**src/rtl/core/dfrm_pkg.sv**
```systemverilog
`timescale 1ns / 1ps
`default_nettype none

package dfrm_pkg;

  localparam int unsigned MarkerLen = 8;
  localparam int unsigned HdrLen    = 4;

  localparam logic [2:0]  MARKER_LAST = 3'(MarkerLen - 1);
  localparam logic [2:0]  HDR_DONE    = 3'(HdrLen);
  localparam logic [31:0] MIN_LEN     = 32'(HdrLen);

  typedef struct packed {
    logic       valid;
    logic [7:0] data;
  } dfrm_item_t;

  function automatic logic [7:0] marker_char(input logic [2:0] pos);
    logic [7:0] c;
    unique case (pos)
      3'd0: c = 8'h53;
      3'd1: c = 8'h41;
      3'd2: c = 8'h54;
      3'd3: c = 8'h53;
      3'd4: c = 8'h49;
      3'd5: c = 8'h44;
      3'd6: c = 8'h45;
      3'd7: c = 8'h42;
      default: c = 8'h00;
    endcase
    return c;
  endfunction

endpackage

`default_nettype wire

```
**src/rtl/core/marker_switched_message_deframer.sv**
```systemverilog
// Marker-switched message deframer for one trace channel.
// Input channel: in_valid / in_stall / in_payload_byte, one payload byte per
// request.
// Result channel: out_valid / out_stall with out_byte, out_in_message_mode,
// out_message_last and out_length_error.
// The block starts in raw mode and passes bytes through while it watches for
// the eight-byte marker; the final marker byte is swallowed and the channel
// switches to message mode until reset. In message mode, zero bytes between
// messages are dropped, the 4-byte little-endian length header is passed on
// and the last byte of each message is flagged.
// A request taken by the input register passes on to the result register and
// is then offered on the result channel.
// One request per cycle while out_stall is low, set by the state update
// between the two registers.
// Reset (rst_n low, synchronous) returns to raw mode and empties both stages.
// When out_stall is high the result holds, the input register fills and
// in_stall then rises; no request is lost.
`timescale 1ns / 1ps
`default_nettype none

module marker_switched_message_deframer import dfrm_pkg::*; (
  input  wire logic       clk,
  input  wire logic       rst_n,
  input  wire logic       in_valid,
  output logic            in_stall,
  input  wire logic [7:0] in_payload_byte,
  output logic            out_valid,
  input  wire logic       out_stall,
  output logic [7:0]      out_byte,
  output logic            out_in_message_mode,
  output logic            out_message_last,
  output logic            out_length_error
);

  dfrm_item_t item;
  logic       advance;

  dfrm_in_reg u_in_reg (
    .clk      (clk),
    .rst_n    (rst_n),
    .in_valid (in_valid),
    .in_stall (in_stall),
    .in_data  (in_payload_byte),
    .advance  (advance),
    .item     (item)
  );

  dfrm_core u_core (
    .clk                 (clk),
    .rst_n               (rst_n),
    .item                (item),
    .advance             (advance),
    .out_valid           (out_valid),
    .out_stall           (out_stall),
    .out_byte            (out_byte),
    .out_in_message_mode (out_in_message_mode),
    .out_message_last    (out_message_last),
    .out_length_error    (out_length_error)
  );

endmodule

`default_nettype wire

```
**src/rtl/core/dfrm_in_reg.sv**
```systemverilog
`timescale 1ns / 1ps
`default_nettype none

module dfrm_in_reg import dfrm_pkg::*; (
  input  wire logic       clk,
  input  wire logic       rst_n,
  input  wire logic       in_valid,
  output logic            in_stall,
  input  wire logic [7:0] in_data,
  input  wire logic       advance,
  output dfrm_item_t      item
);

  logic       valid_r;
  logic [7:0] data_r;

  assign in_stall = valid_r && !advance;
  assign item     = '{valid: valid_r, data: data_r};

  always_ff @(posedge clk) begin
    if (!rst_n) begin
      valid_r <= 1'b0;
    end else if (!in_stall) begin
      valid_r <= in_valid;
    end
    if (in_valid && !in_stall) begin
      data_r <= in_data;
    end
  end

endmodule

`default_nettype wire

```
**src/rtl/core/dfrm_core.sv**
```systemverilog
`timescale 1ns / 1ps
`default_nettype none

module dfrm_core import dfrm_pkg::*; (
  input  wire logic       clk,
  input  wire logic       rst_n,
  input  wire dfrm_item_t item,
  output logic            advance,
  output logic            out_valid,
  input  wire logic       out_stall,
  output logic [7:0]      out_byte,
  output logic            out_in_message_mode,
  output logic            out_message_last,
  output logic            out_length_error
);

  logic        mode_r, mode_nxt;
  logic [2:0]  pos_r, pos_nxt;
  logic [2:0]  hbs_r, hbs_nxt;
  logic [31:0] len_r, len_nxt;
  logic [31:0] sent_r, sent_nxt;

  logic        valid_r;
  logic [7:0]  byte_r;
  logic        mm_r, last_r, err_r;

  logic        consume;
  logic        emit;
  logic        last, err;
  logic [7:0]  b;

  assign advance = !valid_r || !out_stall;
  assign consume = item.valid && advance;
  assign b       = item.data;

  always_comb begin
    mode_nxt = mode_r;
    pos_nxt  = pos_r;
    hbs_nxt  = hbs_r;
    len_nxt  = len_r;
    sent_nxt = sent_r;
    emit     = 1'b0;
    last     = 1'b0;
    err      = 1'b0;
    if (!mode_r) begin
      emit = 1'b1;
      if (b == marker_char(pos_r)) begin
        if (pos_r == MARKER_LAST) begin
          pos_nxt  = 3'd0;
          mode_nxt = 1'b1;
          hbs_nxt  = 3'd0;
          len_nxt  = '0;
          sent_nxt = '0;
          emit     = 1'b0;
        end else begin
          pos_nxt = pos_r + 3'd1;
        end
      end else begin
        pos_nxt = (b == marker_char(3'd0)) ? 3'd1 : 3'd0;
      end
    end else if (!(hbs_r == 3'd0 && b == 8'h00)) begin
      emit = 1'b1;
      if (hbs_r < HDR_DONE) begin
        len_nxt = len_r | ({24'd0, b} << {hbs_r[1:0], 3'b000});
        hbs_nxt = hbs_r + 3'd1;
        if (hbs_nxt == HDR_DONE && len_nxt < MIN_LEN) begin
          len_nxt = MIN_LEN;
          err     = 1'b1;
        end
      end
      sent_nxt = sent_r + 32'd1;
      if (hbs_nxt == HDR_DONE && sent_nxt >= len_nxt) begin
        last     = 1'b1;
        hbs_nxt  = 3'd0;
        len_nxt  = '0;
        sent_nxt = '0;
      end
    end
  end

  always_ff @(posedge clk) begin
    if (!rst_n) begin
      mode_r  <= 1'b0;
      pos_r   <= 3'd0;
      hbs_r   <= 3'd0;
      len_r   <= '0;
      sent_r  <= '0;
      valid_r <= 1'b0;
    end else begin
      if (consume) begin
        mode_r <= mode_nxt;
        pos_r  <= pos_nxt;
        hbs_r  <= hbs_nxt;
        len_r  <= len_nxt;
        sent_r <= sent_nxt;
      end
      if (advance) begin
        valid_r <= consume && emit;
      end
    end
    if (consume && emit) begin
      byte_r <= b;
      mm_r   <= mode_r;
      last_r <= last;
      err_r  <= err;
    end
  end

  assign out_valid           = valid_r;
  assign out_byte            = byte_r;
  assign out_in_message_mode = mm_r;
  assign out_message_last    = last_r;
  assign out_length_error    = err_r;

  a_mode_sticky: assert property (@(posedge clk) disable iff (!rst_n)
    mode_r |=> mode_r) else $error("message mode dropped without reset");

  a_hdr_range: assert property (@(posedge clk) disable iff (!rst_n)
    hbs_r <= HDR_DONE) else $error("header count out of range");

  a_pos_idle: assert property (@(posedge clk) disable iff (!rst_n)
    mode_r |-> pos_r == 3'd0) else $error("marker matcher active in message mode");

  a_last_mode: assert property (@(posedge clk) disable iff (!rst_n)
    valid_r && last_r |-> mm_r) else $error("last flag on raw byte");

  a_err_last: assert property (@(posedge clk) disable iff (!rst_n)
    valid_r && err_r |-> mm_r && last_r) else $error("short length not ending message");

endmodule

`default_nettype wire
```
**config.mk**
```make
export PLATFORM = sky130hd
export DESIGN_NAME = marker_switched_message_deframer
export DESIGN_NICKNAME = d
export VERILOG_FILES = /design/src/rtl/core/dfrm_pkg.sv /design/src/rtl/core/marker_switched_message_deframer.sv /design/src/rtl/core/dfrm_in_reg.sv /design/src/rtl/core/dfrm_core.sv
export SDC_FILE = /design/constraint.sdc
export NUM_CORES = 1
export LEC_CHECK = 0
export BUFFER_PORTS_ARGS = -buffer_cell sky130_fd_sc_hd__buf_2
export CORE_UTILIZATION = 50
export DETAILED_ROUTE_END_ITERATION = 7
export GPL_ROUTABILITY_DRIVEN = 0
export PLACE_DENSITY_LB_ADDON = 0.25
export SLEW_MARGIN = 20
export SYNTH_ARGS = -nofsm -noshare
export SYNTH_HDL_FRONTEND = slang
export SYNTH_SLANG_ARGS = --single-unit
```
**constraint.sdc**
```tcl
create_clock -name clk -period 6.37 [get_ports clk]
set_input_delay 0.637 -clock clk [delete_from_list [all_inputs] [get_ports clk]]
set_output_delay 0.637 -clock clk [all_outputs]
set_load 0.01 [all_outputs]
```
==> qor.yml, run 1 <==
detailed_routing:
  postRouteAntennaNets: 0
  vias_per_cell: 5.90
  dr.pass1.iters: 4
  wl_per_cell_um: 16.7
  vias: 4582
  route.detailed.drc: 0
  drt-total-wl_um: 12900
  drtIter0Drc: 327
floorplanning:
  boundaryPins: 25
  fp.coreArea_um2: 11000
  fp.dieW_um: 109
  core.rowCount: 38
  die-area_um2: 11900
  fp.dieH_um: 109
  start_util: 0.521
critical_path:
  cp-start-kind: "flop"
  slowest_delay_ns: 0.82
  crit_chain: "inv_1 -> nor3_1 -> a21oi_1 -> ha_1 -> nand4_2 -> nor3_2 -> or4b_4 -> a31oi_4 -> or3_2 -> o311ai_0"
  crit_buf_inv: 1
  cp-end-kind: "flop"
  crit_path_top_delay_cell: "or3_2"
  crit_fanout: 34
  crit_family: "simple AND/OR/NAND/NOR gates"
  cp.arrival_ns: 4.79
  critPathKind: "reg -> reg"
  required_ns: 6.55
placed_design:
  pre_cts_ws_ns: 1.79
  dp.cells: 760
  io_buffers: 24
  place_hpwl_um: 8990
cts:
  cts_buffer_depth: 2
  cts.sinks: 97
  clk_pin_slew_ns: 0.07
  cts_made_buffers: 9
  cts_resized: 0
  cts_tree: "yes"
  insertion_delay_ns: 0.35
  clock-root-buffer: "clkbuf_16"
  hold_buffers: 0
  post-cts-setup-buffers: 0
  htree_num_levels: 3
final_layout:
  nFillCells: 993
  drive_above_1_share: 0.148
  antennaDiodeCount: 0
  fin_util: 0.559
  layoutNonFillerInstCount: 776
  nNetsFinal: 686
  syn_to_final_growth_pct: 7.39
yosys:
  synth_top_cells_by_area: "dfxtp_1 (27%), edfxtp_1 (9.9%), ha_1 (9.4%)"
  async_flop_share: 0
  synth_top_area_frac: 0.272
  synth_cells: 630
  syn_area_um2: 5740
  synth_area_per_cell_um2: 9.12
  synth_nets: 685
  synth-edff-count: 19
  synth_top_flop_cell: "dfxtp_1"
  ys_seq_area_frac: 0.371
  ys_warn_count: 0
  synth.largest_area_cell: "dfxtp_1"
  yosysUniqueCellTypes: 61
  synth-seq-cells: 97
grt:
  grt_pass1_vias: 4343
  antenna_found_initial: 0
  grt_start_max_net_pins: 87
  grt_use_total: 0.241
  overflow: 0
  grt_pass1_wl_um: 22000
timing:
  fin_ws_ns: 1.77
  slew_headroom: 0.349
  fin_crit_sh: 0.723
  setup_viol: 0
  slew_viol_final: 0
  finalCriticalPeriod_ns: 4.60
  skew_ns: 0.00824
  rsz0062_at_grt: "no"
  fin_setup_tns_ns: 0
  fmax_mhz: 217
  worstMarginPinSlew_ns: 0.977
  hold_violations: 0
outcome:
  status: "finished, final reports clean"
pwr:
  vdd_drop_max_uv: 144
  p_per_area_nw_per_um2: 206
  power_w: 0.00127
  leakagePower_nw: 2.33
job:
  maxCapViolCount: 0
worst_hold_path:
  min_path_type: "in -> reg"
-- flip-flops by register name (all words and copies together) (netlist names), named ones only --
name                        cells
u_core.out_message_last         1
u_core.out_byte                 8
u_core.out_valid                1
u_core.out_in_message_mode      1
u_core.sent_r                  32
u_in_reg.data_r                 8
u_in_reg.valid_r                1
u_core.len_r                   32
u_core.pos_r                    3
u_core.hbs_r                    3
u_core.out_length_error         1
u_core.mode_r                   1
-- final cells by class --
type	count	area, um2	share of cell area
Inverter	10	37.5	0.00609
Clock buffer	10	229	0.0371
Clock inverter	6	92.6	0.0150
Multi-Input combinational cell	486	3360	0.545
Sequential cell	97	2130	0.346
Timing Repair Buffer	27	143	0.0231
Tap cell	140	175	0.0284
-- per-stage QoR --
stage | instance area, um2 | hold slack (ns)
5_1_grt | 6170 | 0.447
6_report | 6170 | 0.457
2_1_floorplan | 5740 | 0.421
4_1_cts | 6170 | 0.448
3_3_place_gp | 5850 | 0.478
3_5_place_dp | 5850 | 0.483
-- synthesized netlist by cell type (all sizes together) (4+ instances only) --
master	number
a21boi	6
a21oi	49
a22oi	24
and2	42
and3	5
and4	8
buf	21
clkbuf	16
dfxtp	78
edfxtp	19
ha	43
inv	10
mux2i	4
nand2	71
nand2b	4
nand3	24
nand4	14
nand4b	4
nor2	21
nor2b	29
nor3	12
nor4	14
o21a	5
o21ai	43
o311ai	4
or2	4
xnor2	18
xor2	13
-- cells by family after synthesis --
group | count (synthesis) | share of synthesized area
simple gates | 261 | 0.256
compound gates | 146 | 0.177
flops | 97 | 0.371
buf+inv | 47 | 0.0453
fa+ha+maj | 43 | 0.0937
xor+xnor | 31 | 0.0473
mux | 5 | 0.00893
-- report_power, final --
group | switching, W | internal [W] | total (W) | leakage, nW
sequential | 0.0000129 | 0.000633 | 0.000646 | 0.808
clock | 0.000239 | 0.000345 | 0.000585 | 0.149
combinational | 0.0000220 | 0.0000147 | 0.0000367 | 1.37
total | 0.000274 | 0.000993 | 0.00127 | 2.33
-- worst paths after layout --
path	startpoint	to	slack, ns	cells after the start
worst max-delay path	u_core.hbs_r[0]	u_core.sent_r[26]	1.77	10
worst min register to register	u_core.sent_r[23]	u_core.sent_r[23]	0.49	2
worst max register to register	u_core.hbs_r[0]	u_core.sent_r[26]	1.77	10
worst min-delay path	in_payload_byte[3]	u_in_reg.data_r[3]	0.46	1
-- placed cells by master, fill, tap and decap left out, types with 19 or more instances in the layout --
master and count:
ha_1 43, nand2_1 71, o21ai_2 29, a21oi_1 48, a22oi_1 24, nor2_1 21
nor2b_1 29, edfxtp_1 19, nand3_1 24, buf_2 24, and2_1 41, dfxtp_1 78
-- worst reg2reg max path, cell delays in order (launching register included) --
cell and delay (ns):
dfxtp_1 0.61, inv_1 0.19, nor3_1 0.76, a21oi_1 0.30
ha_1 0.39, nand4_2 0.13, nor3_2 0.21, or4b_4 0.51
a31oi_4 0.28, or3_2 0.82, o311ai_0 0.26
-- per-layer routing --
| metal | wire length (um) | GRT usage | vias to the layer above |
|---|---|---|---|
| met5 | 0 | 0 | - |
| met1 | 6140 | 0.332 | 2174 |
| met2 | 5990 | 0.376 | 109 |
| met3 | 545 | 0.0329 | 17 |
| met4 | 275 | 0.102 | 0 |
| li1 | - | - | 2282 |
(Power assumes the default switching activity.)
==> run 2: changes to the inputs <==
--- a/config.mk
+++ b/config.mk
@@ -5,6 +5,7 @@
 export SDC_FILE = /design/constraint.sdc
 export NUM_CORES = 1
 export LEC_CHECK = 0
+export ABC_AREA = 1
 export BUFFER_PORTS_ARGS = -buffer_cell sky130_fd_sc_hd__buf_2
 export CORE_UTILIZATION = 50
 export DETAILED_ROUTE_END_ITERATION = 7
==> constraint.sdc (replaced) <==
create_clock -name clk -period 4.32 [get_ports clk]
set_input_delay 0.432 -clock clk [delete_from_list [all_inputs] [get_ports clk]]
set_output_delay 0.432 -clock clk [all_outputs]
set_load 0.01 [all_outputs]
==> qor.yml, run 2 <==
outcome:
  status: "finished, final reports clean"
final_layout:
  antennaDiodeCount: 0
  largest_registers: "u_core.len_r (32), u_core.sent_r (32)"
  nFillCells: 1267
  design_area_um2: 6800
  seqCellArea_um2: 2130
  multi_input_area_um2: 3590
  final_cell_mix: "nand2_1 (309), nor2_1 (176), inv_1 (107)"
  syn_to_final_growth_pct: 6.76
  nNetsFinal: 1056
  drive_above_1_share: 0.0636
  layoutNonFillerInstCount: 1174
  layout_commonest_cell: "nand2_1"
yosys:
  synth-edff-count: 19
  synth_compound_area_frac: 0.107
  synth.largest_area_cell: "dfxtp_1"
  async_flop_share: 0
  ys_top_cells_by_count: "nand2_1 (310), nor2_1 (176), inv_1 (107)"
  synth_top_flop_cell: "dfxtp_1"
  ys_warn_count: 0
  synth_nets: 1052
  synthSimpleGateAreaFrac: 0.355
  ys_seq_area_frac: 0.335
  synth_top_area_frac: 0.245
  synth_top_family_by_area: "simple AND/OR/NAND/NOR gates"
  synth_top_cells_by_area: "dfxtp_1 (25%), nand2_1 (18%), nor2_1 (10%)"
  yosysMostFrequentCell: "nand2_1"
  synth_area_per_cell_um2: 6.39
  synth_cells: 997
  synth-seq-cells: 97
  synthMuxAreaShare: 0
  synth_xor_area_frac: 0.0165
  synthAdderAreaFrac: 0.0845
  yosysUniqueCellTypes: 34
  syn_area_um2: 6370
timing:
  fin_crit_sh: 0.876
  setup_viol: 0
  worstMarginPinSlew_ns: 0.790
  fin_setup_tns_ns: 0
  hold_slack_ns: 0.251
  slew_viol_final: 0
  fmax_mhz: 264
  rsz0062_at_grt: "no"
  skew_ns: 0.00789
  hold_violations: 0
  finalCriticalPeriod_ns: 3.79
  slew_headroom: 0.473
pwr:
  internal-power_w: 0.00136
  seq_power_share: 0.534
  vdd_drop_max_uv: 182
  swShare: 0.240
  net-switching-power_w: 0.000429
  p_per_area_nw_per_um2: 263
  leakagePower_nw: 2.93
  power_frac_comb: 0.041
  power_w: 0.00179
  clock_power_share: 0.426
critical_path:
  required_ns: 4.60
  cp-end-kind: "flop"
  cp-start-kind: "flop"
  path_depth: 22
  crit_path_top_delay_cell: "dfxtp_1"
  cp.arrival_ns: 4.06
  slowest_delay_ns: 0.75
  critPathKind: "reg -> reg"
  crit_fanout: 26
  crit_family: "simple AND/OR/NAND/NOR gates"
  crit_buf_inv: 3
  crit_chain: "ha_1 -> inv_1 -> ha_1 -> nand3b_1 -> nor2_1 -> nand2_1 -> nor2_1 -> nand3_1 -> and2_1 -> ha_1 -> nand2_1 -> inv_1 -> a21oi_1 -> nor2_1 -> nor2_1 -> nand2_1 -> nand2_1 -> nand2_1 -> nand2_2 -> buf_4 -> nand2_1 -> a21oi_1"
  crit_top_cell: "nand2_1"
  rr_worst_depth: 22
placed_design:
  place_area_um2: 6530
  dp.cells: 1158
  place_hpwl_um: 11800
  io_buffers: 24
detailed_routing:
  dr.pass1.iters: 5
  vias: 6099
  vias_per_cell: 5.20
  drt-total-wl_um: 16200
  postRouteAntennaNets: 0
  route.detailed.drc: 0
  drtIter0Drc: 519
  wl_per_cell_um: 13.8
grt:
  antenna_found_initial: 0
  overflow: 0
  grt_pass1_vias: 5524
  grt_pass1_wl_um: 27000
  grt_start_max_net_pins: 71
  grt_use_total: 0.264
cts:
  insertion_delay_ns: 0.35
  hold_buffers: 0
  post-cts-setup-buffers: 0
  htree_num_levels: 3
  clk_pin_slew_ns: 0.07
  clock-root-buffer: "clkbuf_16"
  cts_made_buffers: 9
  cts.sinks: 97
  cts_buffer_depth: 2
  cts_resized: 0
  cts_tree: "yes"
floorplanning:
  core.rowCount: 40
  boundaryPins: 25
  die-area_um2: 13200
  fp.dieH_um: 115
  fp.coreArea_um2: 12200
  start_util: 0.522
  fp.dieW_um: 115
worst_hold_path:
  min_delay_path_depth: 1
  min_path_type: "in -> reg"
job:
  maxCapViolCount: 0
## run 2: cell types whose count changed in the layout (fill, tap and decap cells not counted), moves of 18 or more
cell,previous run,this run
nand2_1,71,309
xnor2_1,18,0
inv_1,10,107
o21ai_2,29,1
a21oi_1,48,98
nor2b_1,29,0
a22oi_1,24,0
and2_1,41,1
nor2_1,21,176
## run 2: power groups by stage
stage,Sequential (W),Clock (W),Combinational [W]
after floorplan,0.000970,0,0.0000495
after global placement,0.000975,0,0.0000716
after detailed placement,0.000975,0,0.0000724
after CTS,0.000954,0.000777,0.0000731
after global routing,0.000955,0.000821,0.0000833
final,0.000954,0.000762,0.0000728
## run 2: path summary, 6_finish.rpt
| path | slack [ns] | to | start |
|---|---|---|---|
| setup / recovery | 0.53 | u_core.sent_r[17] | u_core.hbs_r[1] |
| hold / removal | 0.25 | u_in_reg.data_r[5] | in_payload_byte[5] |
| setup reg to reg | 0.53 | u_core.sent_r[17] | u_core.hbs_r[1] |
| hold reg to reg | 0.47 | u_core.len_r[1] | u_core.len_r[1] |
## run 2: logic make-up (layout without fill, tap and decap cells)
logic type | count (synthesis) | in the layout
buffers and inverters | 151 | 160
AOI/OAI and AO/OA | 128 | 128
and+or+nand+nor | 566 | 566
xor gates and xnor gates | 12 | 12
adders and majority gates | 43 | 43
DFF | 97 | 97
## run 2: per-stage QoR
| stage | utilization | setup slack, ns |
|---|---|---|
| floorplan | - | 1.50 |
| global placement | 0.535 | 0.655 |
| detailed placement | 0.535 | 0.578 |
| CTS | 0.557 | 0.563 |
| global route | 0.557 | 0.0447 |
| finish | 0.557 | 0.535 |
## run 2: area by class of cell
class | count | share of cell area
timing repair buffer | 31 | 0.0254
clock inverter | 5 | 0.00570
clock buffer | 11 | 0.0342
multi-input combinational | 749 | 0.528
sequential | 97 | 0.314
inverter | 113 | 0.0624
tap | 168 | 0.0309
## run 2: per-layer routing
layer,up-vias,share of wire,track usage
li1,3153,-,-
met2,215,0.44,0.399
met5,-,0,0
met4,0,0.019,0.0961
met1,2703,0.47,0.372
met3,28,0.075,0.0506
